**src/hdl/ers_pkg.sv**
```systemverilog
// ----------------------------------------------------------------------------
// ers_pkg
// Shared types and constants for the enumeration rank sorter: beat formats
// of both channels, the front-to-back queue entry and queue status.
// ----------------------------------------------------------------------------
package ers_pkg;

	// Default block capacity and queue depth
	localparam int MAX_ITEMS_DEF = 64;
	localparam int QUEUE_DEPTH   = 4;
	localparam int VALUE_W       = 32;

	// Input beat: one element of the block
	typedef struct packed {
		logic signed [VALUE_W-1:0] value;
		logic                      last;
	} item_t;

	// Output beat: one sorted element
	typedef struct packed {
		logic signed [VALUE_W-1:0] sorted_value;
		logic                      end_of_run;
		logic                      dropped;
	} result_t;

	// Work handed from front to back
	typedef struct packed {
		logic signed [VALUE_W-1:0] value;
		logic                      store;    // value goes into the cell row
		logic                      close;    // block ends with this entry
		logic                      dropped;  // block lost elements (valid with close)
	} q_entry_t;

	// Queue status seen by both ends
	typedef struct packed {
		logic full;
		logic empty;
	} q_stat_t;

endpackage

```
**src/hdl/ers_fifo.sv**
```systemverilog
// ----------------------------------------------------------------------------
// ers_fifo
// Short queue between front and back; lets either side stall on its own.
// ----------------------------------------------------------------------------
module ers_fifo (
	input  logic               clk,
	input  logic               arst_n,
	input  logic               push,
	input  ers_pkg::q_entry_t  wr_entry,
	input  logic               pop,
	output ers_pkg::q_entry_t  rd_entry,
	output ers_pkg::q_stat_t   qstat
);

	localparam int D  = ers_pkg::QUEUE_DEPTH;
	localparam int PW = $clog2(D);
	localparam int DW = $clog2(D + 1);

	ers_pkg::q_entry_t mem_q [D];
	logic [PW-1:0]     wr_q;
	logic [PW-1:0]     rd_q;
	logic [DW-1:0]     cnt_q;

	assign rd_entry    = mem_q[rd_q];
	assign qstat.full  = cnt_q == DW'(D);
	assign qstat.empty = cnt_q == '0;

	// Entry storage
	always_ff @(posedge clk) begin
		if (push) begin
			mem_q[wr_q] <= wr_entry;
		end
	end

	// Pointers and occupancy
	always_ff @(posedge clk or negedge arst_n) begin
		if (!arst_n) begin
			wr_q  <= '0;
			rd_q  <= '0;
			cnt_q <= '0;
		end else begin
			if (push) begin
				wr_q <= wr_q + PW'(1);
			end
			if (pop) begin
				rd_q <= rd_q + PW'(1);
			end
			if (push && !pop) begin
				cnt_q <= cnt_q + DW'(1);
			end else if (pop && !push) begin
				cnt_q <= cnt_q - DW'(1);
			end
		end
	end

endmodule

```
**config.mk**
```make
export PLATFORM = sky130hd
export DESIGN_NAME = ers_fifo
export DESIGN_NICKNAME = d
export VERILOG_FILES = /design/src/hdl/ers_pkg.sv /design/src/hdl/ers_fifo.sv
export SDC_FILE = /design/constraint.sdc
export NUM_CORES = 1
export LEC_CHECK = 0
export BUFFER_PORTS_ARGS = -buffer_cell sky130_fd_sc_hd__clkbuf_2
export CORE_MARGIN = 3
export CORE_UTILIZATION = 61
export DETAILED_ROUTE_END_ITERATION = 10
export GPL_ROUTABILITY_DRIVEN = 0
export PLACE_DENSITY = 0.81
export SKIP_LAST_GASP = 1
export SYNTH_ARGS = -nofsm -noshare
export SYNTH_HDL_FRONTEND = slang
export SYNTH_SLANG_ARGS = --single-unit
```
**constraint.sdc**
```tcl
create_clock -name clk -period 3.5 [get_ports clk]
set_input_delay 1.05 -clock clk [delete_from_list [all_inputs] [get_ports clk]]
set_output_delay 1.05 -clock clk [all_outputs]
set_load 0.03 [all_outputs]
```
==> flow_summary.toml <==
[grt]
busiest_layer = "met2"
grt_pass1_wl_um = 14570
overflow = 0
grt_pass1_vias = 2638
grt_antenna_before_repair = 0
grt_use_total = 0.2025
met2_usage = 0.3210
grtUsageMet1 = 0.2634
grt_max_degree = 26
use_met3 = 0.06713

[detailed_routing]
wl_um = 9470
via_count = 2524
drt_iter0_drc = 143
drt_first_pass_iters = 4
via_per_inst = 5.802
drc = 0
ant_nets = 0
wire_per_inst_um = 21.77

[die]
die-area_um2 = 10190
rows = 34
ioPinCount = 76
coreArea_um2 = 8721
die_x_um = 101.0
die_h_um = 101.0
initial_core_util = 0.6307

[status]
outcome = "finished clean"

[clock_tree]
path_clk_slew_ns = 0.06
cts.hold.buffers_added = 0
clock_sinks = 147
tritoncts = "yes"
postCtsSetupRepairBufs = 0
cts_inserted_buffers = 17
root_buffer = "clkbuf_8"
ctsLongestPathBuffers = 2
cts_max_level = 4
cts_resized = 0
clk_latency_ns = 0.51

[timing]
rsz0062_at_grt = "no"
hold_ws_ns = 0.3669
hold_violations = 0
setup_tns_ns = 0
worst_pin_slew_ns = 0.7110
fin_ws_ns = 0.2793
min_period_ns = 3.221
fmax_mhz = 310.5
max_slew_margin = 0.5260
period_share = 0.9202
finalClockSkew_ns = 0.009968
setup_viol = 0
drv_slew = 0

[critical_path]
required_ns = 2.45
crit_path_end_kind = "output port"
arrival_ns = 2.17
startpoint_type = "flop"
rrSetupSlack_ns = 1.62
criticalPathCategory = "flop to output port"
regToRegEndpoint = "mem_q[0][3]"
reg2reg_depth = 4
r2r-start = "wr_q[0]"
path_max_fanout = 11
startpoint = "rd_q[0]"

[cells_and_area]
drive_above_1_share = 0.4587
stdcell_count = 435
areaGrowthSynthToFinish_pct = 20.27
antennaDiodeCount = 0
fin_area_um2 = 6615
final_util = 0.7585
final_common_cell = "edfxtp_1"
nNetsFinal = 359
final_cell_mix = "edfxtp_1 (140), clkbuf_2 (75), mux4_2 (28), clkbuf_16 (16), buf_4 (9)"

[power_and_ir_drop]
power_density_nw_per_um2 = 929.5
finalPower_mw = 6.149
power.leakage_nw = 2.390
vdd_ir_drop_max_mv = 0.5315

[yosys]
synth-seq-cells = 147
async_flop_share = 0.04762
synth_cell_types = 19
synth_ff_type = "edfxtp_1"
synth_edf_count = 140
synth_cells = 217
synth_fp_nets = 262
seq_area_frac_synth = 0.7962
synth_area_um2 = 5500
ys_warn_count = 0
syn_area_per_cell_um2 = 25.35

[placement]
pre_cts_slack_ns = 0.8178
dpl_cell_area_um2 = 6035
placed_cells = 403
port_buffers = 75
dp_hpwl_um = 5705

[hold_path]
hold_class = "input port to asynchronous set/reset pin"

[run]
maxCapViolCount = 0
-- report_power, final --
part	internal [mW]	switching [mW]	total (mW)
Sequential	2.31	0.166	2.48
Clock	1.08	0.660	1.74
Combinational	0.740	1.19	1.93
Total	4.13	2.01	6.15
-- Yosys cell counts, types with 2 or more instances --
cell,instances,area (µm²)
mux4_1,7,183.9
inv_1,4,15.01
dfrtp_1,7,175.2
edfxtp_1,140,4204
and2_1,4,25.02
xnor2_1,2,17.52
ha_1,5,62.56
mux4_2,28,630.6
buf_12,3,60.06
xor2_1,4,35.03
nand2_1,2,7.510
buf_2,4,20.02
-- registers in the layout (all words and copies together) (netlist names) --
register  count
cnt_q         3
wr_q          2
mem_q       140
rd_q          2
-- per-layer routing --
layer / vias to the layer above / routed length, µm / part of all wire
met5: - / 0 / 0
li1: 1115 / - / -
met4: 0 / 199 / 0.021
met1: 1307 / 3883 / 0.41
met2: 85 / 4785 / 0.51
met3: 17 / 602 / 0.064
-- kinds of logic after synthesis --
logic type,Yosys count,synth area share
buf+inv,12,0.01934
fa+ha+maj,6,0.01501
flops,147,0.7962
compound gates,1,0.0009090
xor+xnor,6,0.009554
simple gates,9,0.008870
mux,36,0.1501
-- worst max path at each step --
stage,to,depth (start not counted),slack (ns)
2_1_floorplan,mem_q[0][0],1,1.19
3_3_place_gp,rd_entry[30],3,0.83
3_5_place_dp,rd_entry[30],3,0.82
4_1_cts,rd_entry[34],3,0.24
5_1_grt,rd_entry[34],3,0.19
6_report,rd_entry[34],3,0.28
-- critical path, cell delays in order, from the launching register on --
cell	delay [ns]
dfrtp_2	0.52
buf_4	0.30
mux4_1	0.63
clkbuf_2	0.21
-- final cells by class --
cell class / instances / area (µm²)
sequential: 147 / 4382
fill: 480 / 2106
multi-input combinational: 58 / 1020
timing repair buffer: 86 / 483.0
clock buffer: 18 / 417.9
clock inverter: 14 / 162.7
tap: 108 / 135.1
inverter: 4 / 15.01
Note: power is estimated with default switching activity, not from simulation.
