<file path="config.mk">
export PLATFORM = sky130hd
export DESIGN_NAME = ers_front
export DESIGN_NICKNAME = d
export VERILOG_FILES = /design/src/hdl/ers_pkg.sv /design/src/hdl/ers_front.sv
export SDC_FILE = /design/constraint.sdc
export NUM_CORES = 1
export LEC_CHECK = 0
export ABC_AREA = 1
export BUFFER_PORTS_ARGS = -buffer_cell sky130_fd_sc_hd__buf_2
export CAP_MARGIN = 20
export CORE_MARGIN = 3
export CORE_UTILIZATION = 36
export CTS_CLUSTER_DIAMETER = 120
export DETAILED_ROUTE_END_ITERATION = 6
export PLACE_DENSITY = 0.79
export SLEW_MARGIN = 5
export SYNTH_ARGS = -nofsm -noshare
export SYNTH_HDL_FRONTEND = slang
export SYNTH_SLANG_ARGS = --single-unit
</file>
<file path="constraint.sdc">
create_clock -name clk -period 2.4 [get_ports clk]
set_input_delay 0.24 -clock clk [delete_from_list [all_inputs] [get_ports clk]]
set_output_delay 0.24 -clock clk [all_outputs]
set_load 0.02 [all_outputs]
</file>
<file path="src/hdl/ers_pkg.sv">
// ----------------------------------------------------------------------------
// ers_pkg
// Shared types and constants for the enumeration rank sorter: beat formats
// of both channels, the front-to-back queue entry and queue status.
// ----------------------------------------------------------------------------
package ers_pkg;

	// Default block capacity and queue depth
	localparam int MAX_ITEMS_DEF = 64;
	localparam int QUEUE_DEPTH   = 4;
	localparam int VALUE_W       = 32;

	// Input beat: one element of the block
	typedef struct packed {
		logic signed [VALUE_W-1:0] value;
		logic                      last;
	} item_t;

	// Output beat: one sorted element
	typedef struct packed {
		logic signed [VALUE_W-1:0] sorted_value;
		logic                      end_of_run;
		logic                      dropped;
	} result_t;

	// Work handed from front to back
	typedef struct packed {
		logic signed [VALUE_W-1:0] value;
		logic                      store;    // value goes into the cell row
		logic                      close;    // block ends with this entry
		logic                      dropped;  // block lost elements (valid with close)
	} q_entry_t;

	// Queue status seen by both ends
	typedef struct packed {
		logic full;
		logic empty;
	} q_stat_t;

endpackage

</file>
<file path="src/hdl/ers_front.sv">
// ----------------------------------------------------------------------------
// ers_front
// Accepts input beats, counts the open block, drops elements beyond capacity
// and queues store / close work for the back end.
// ----------------------------------------------------------------------------
module ers_front #(
	parameter int MAX_ITEMS = ers_pkg::MAX_ITEMS_DEF
) (
	input  logic             clk,
	input  logic             arst_n,
	input  logic             item_valid,
	output logic             item_stall,
	input  ers_pkg::item_t   item,
	input  ers_pkg::q_stat_t qstat,
	output logic             push,
	output ers_pkg::q_entry_t entry
);

	localparam int CW = $clog2(MAX_ITEMS + 1);

	logic [CW-1:0] count_q;
	logic          ovf_q;
	logic          accept;
	logic          store;

	// Handshake and classification
	assign item_stall = qstat.full;
	assign accept     = item_valid && !item_stall;
	assign store      = count_q < CW'(MAX_ITEMS);
	assign push       = accept && (store || item.last);

	always_comb begin
		entry.value   = item.value;
		entry.store   = store;
		entry.close   = item.last;
		entry.dropped = ovf_q || !store;
	end

	// Open-block fill count and overflow flag
	always_ff @(posedge clk or negedge arst_n) begin
		if (!arst_n) begin
			count_q <= '0;
			ovf_q   <= 1'b0;
		end else if (accept) begin
			if (item.last) begin
				count_q <= '0;
				ovf_q   <= 1'b0;
			end else if (store) begin
				count_q <= count_q + CW'(1);
			end else begin
				ovf_q <= 1'b1;
			end
		end
	end

endmodule

</file>
==> results.py <==
metrics = {
    "run_status": {
        "outcome": "completed",
    },
    "setup_path": {
        "regToRegEndpoint": "count_q[4]$_DFFE_PN0P_",
        "r2r-start": "count_q[0]$_DFFE_PN0P_",
        "r2r_setup_slack_ns": 1.17,
        "setup.worst_path.end_class": "primary output",
        "max_stage_delay_ns": 0.43,
        "crit_path_start_kind": "flop",
        "reg2regPathDepth": 6,
        "critPathMaxFanout": 8,
        "arrival_ns": 1.15,
        "critPathSlowestCell": "dfrtp_1",
        "critical_path_class": "reg -> out",
        "cp_cell_sequence": "a21oi_4 > buf_2",
        "cp.required_ns": 2.16,
    },
    "routing": {
        "vias": 418,
        "wirelength_mm": 1.095,
        "routed.top_layer": "met4",
        "drt_iter0_markers": 15,
        "drtAntennaViolNets": 0,
        "avgRoutedWirePerCell_um": 11.77,
        "wl_met2_um": 483,
        "viasPerCell": 4.495,
        "drt-met1-wl_um": 421,
        "drc": 0,
        "dr_wl_met3_um": 165,
        "first_pass_iters": 4,
    },
    "yosys": {
        "synth_nets": 129,
        "syn_inst": 90,
        "avgSynthCellArea_um2": 7.744,
        "synth.distinct_cells": 16,
        "seq_area_frac_synth_pct": 28.73,
        "synth.area.top_cells": "buf_4, dfrtp_1, nand2_1, inv_1, nand4_1",
        "synth_top_cell_by_area": "buf_4",
        "yosysTopAreaCellShare_pct": 37.70,
        "syn-cell-area_um2": 696.9,
        "synth_warnings": 0,
        "synth_seq_cells": 8,
    },
    "floorplanning": {
        "die_h_um": 50,
        "io_pins": 75,
        "num_rows": 15,
        "dieArea_um2": 2500,
        "core_area_um2": 1783,
        "fp.dieW_um": 50,
        "initial_utilization_pct": 39.09,
    },
    "clock_network": {
        "clk_path_buf_depth": 2,
        "clk_pin_slew_ns": 0.05,
        "cts_sinks": 8,
        "cts_setup_buffers": 0,
        "clk_latency_ns": 0.25,
        "cts_root_buf": "clkbuf_4",
        "cts_made_buffers": 3,
        "cts_tree": "done",
        "cts_max_level": 1,
    },
    "pwr": {
        "vdd_drop_max_mv": 0.2603,
        "swShare_pct": 29.82,
        "p_sw_mw": 0.09884,
        "seqPwrFrac_pct": 51.9,
        "clkPwrFrac_pct": 31.4,
        "p_leak_nw": 0.2673,
        "combPwrFrac_pct": 16.7,
        "finalPower_mw": 0.3315,
        "power.density_nw_per_um2": 610.4,
        "p_int_mw": 0.2326,
    },
    "sta": {
        "final_min_period_over_clock_period_pct": 57.79,
        "setup_violations": 0,
        "grt_setup_unrepaired": "no",
        "hold_viol_final": 0,
        "min_period_ns": 1.387,
        "drv_slew": 0,
        "fmax_mhz": 721.0,
        "setup-tns-final_ns": 0,
        "fin_worst_skew_ns": 0.0001042,
        "max_slew_margin_pct": 76.65,
        "worst_pin_slew_ns": 0.3475,
    },
    "finish": {
        "diodes": 0,
        "nNetsFinal": 109,
        "drive_gt1_share_pct": 23.53,
        "n_fill_cell": 195,
        "area_growth_pct": -22.08,
    },
    "place": {
        "dpl.hpwl_um": 874.3,
        "port_buffers": 9,
        "gp_congestion": 0.8057,
    },
    "min_path": {
        "min_to": "ovf_q$_DFFE_PN0P_",
        "hold_path.class": "in -> reg",
        "hp-start": "qstat[1]",
        "holdPathStages": 4,
    },
    "flow_run": {
        "drv_cap": 0,
    },
    "grt": {
        "antenna_found_initial": 0,
        "grt_first_pass_wirelength_mm": 1.856,
        "grt_max_degree": 9,
        "grt_pass1_vias": 407,
        "grt_overflow_total": 0,
        "track_usage_pct": 9.868,
    },
}
[worst max-delay path, delay by kind of cell (launching register included)]
family | cells | cell delay, ns
DFF | 1 | 0.43
AOI/OAI and AO/OA | 1 | 0.26
buffers and inverters | 1 | 0.21
[layout by cell type (no fill, tap or decap)]
master / count
a21oi_1: 3
a21oi_4: 1
a22o_1: 1
buf_2: 9
clkbuf_4: 3
dfrtp_1: 8
dlygate4sd3_1: 1
ha_1: 1
inv_1: 7
inv_2: 1
nand2_1: 13
nand3_1: 4
nand4_1: 4
nor2_1: 6
nor3_1: 1
o21ai_0: 3
o21ai_2: 1
or2_2: 1
[synthesized netlist by cell type]
master,count
dfrtp_1,8
o21ai_2,1
a21oi_4,1
o21ai_0,3
inv_2,1
buf_4,35
nand2_1,13
nor2_1,6
nand4_1,4
nor3_1,1
a21oi_1,3
nand3_1,4
inv_1,7
a22o_1,1
or2_2,1
ha_1,1
[how the worst max path moves through the flow]
| stage | end | startpoint | slack (ns) | cells after the start |
|---|---|---|---|---|
| after global placement | count_q[4]$_DFFE_PN0P_ | count_q[0]$_DFFE_PN0P_ | 1.22 | 6 |
| after detailed placement | count_q[4]$_DFFE_PN0P_ | count_q[0]$_DFFE_PN0P_ | 1.19 | 6 |
| after floorplan | count_q[2]$_DFFE_PN0P_ | count_q[0]$_DFFE_PN0P_ | 1.27 | 4 |
| after global routing | push | count_q[6]$_DFFE_PN0P_ | 0.95 | 2 |
| final | push | count_q[6]$_DFFE_PN0P_ | 1.01 | 2 |
| after CTS | push | count_q[6]$_DFFE_PN0P_ | 1.01 | 2 |
[logic make-up after synthesis]
group	count (synthesis)	share of synthesized area, %
AOI/OAI and AO/OA	9	9.156
adders and majority gates	1	1.795
buffers and inverters	43	42.01
DFF	8	28.73
and+or+nand+nor	29	18.31
[per-stage QoR]
stage                     utilization (%)  setup WS, ns  instances  hold slack (ns)  area [um^2]
after floorplan                         -         1.268         90         -0.05559        696.9
after global placement              28.63         1.220         89          0.09364        510.5
after detailed placement            28.63         1.194         89          0.09673        510.5
after CTS                           30.46         1.008         93           0.2833        543.0
after global routing                30.46        0.9506         93           0.3113        543.0
final                               30.46         1.013         93           0.2845        543.0
[registers in the layout (all words and copies together), names as in the netlist]
| name | count |
|---|---|
| count_q | 7 |
| ovf_q | 1 |
[area by class of cell]
class	instances	area [um^2]	share of cell area, %
clock buffer	3	22.52	4.147
inverter	8	30.03	5.530
multi-input combinational	39	203.9	37.56
sequential	8	200.2	36.87
tap	25	31.28	5.760
timing repair buffer	10	55.05	10.14
[routing by layer]
metal  vias up  GRT usage (%)
li1        208              -
met4         0          5.530
met5         -              0
met1       181          10.54
met3         6          8.459
met2        23          13.04
[power groups by stage]
stage,Sequential [mW],Clock [mW],Combinational (mW)
2_1_floorplan,0.168,0,0.119
3_3_place_gp,0.173,0,0.0520
3_5_place_dp,0.174,0,0.0544
4_1_cts,0.171,0.109,0.0571
5_1_grt,0.177,0.121,0.0642
6_report,0.172,0.104,0.0554
[repair_timing]
item                      4_1_cts  5_1_grt
resized for setup               0        0
hold buffers                    1        0
hold endpoints to repair        8        0
No activity file was read; power rests on OpenSTA's default activity.
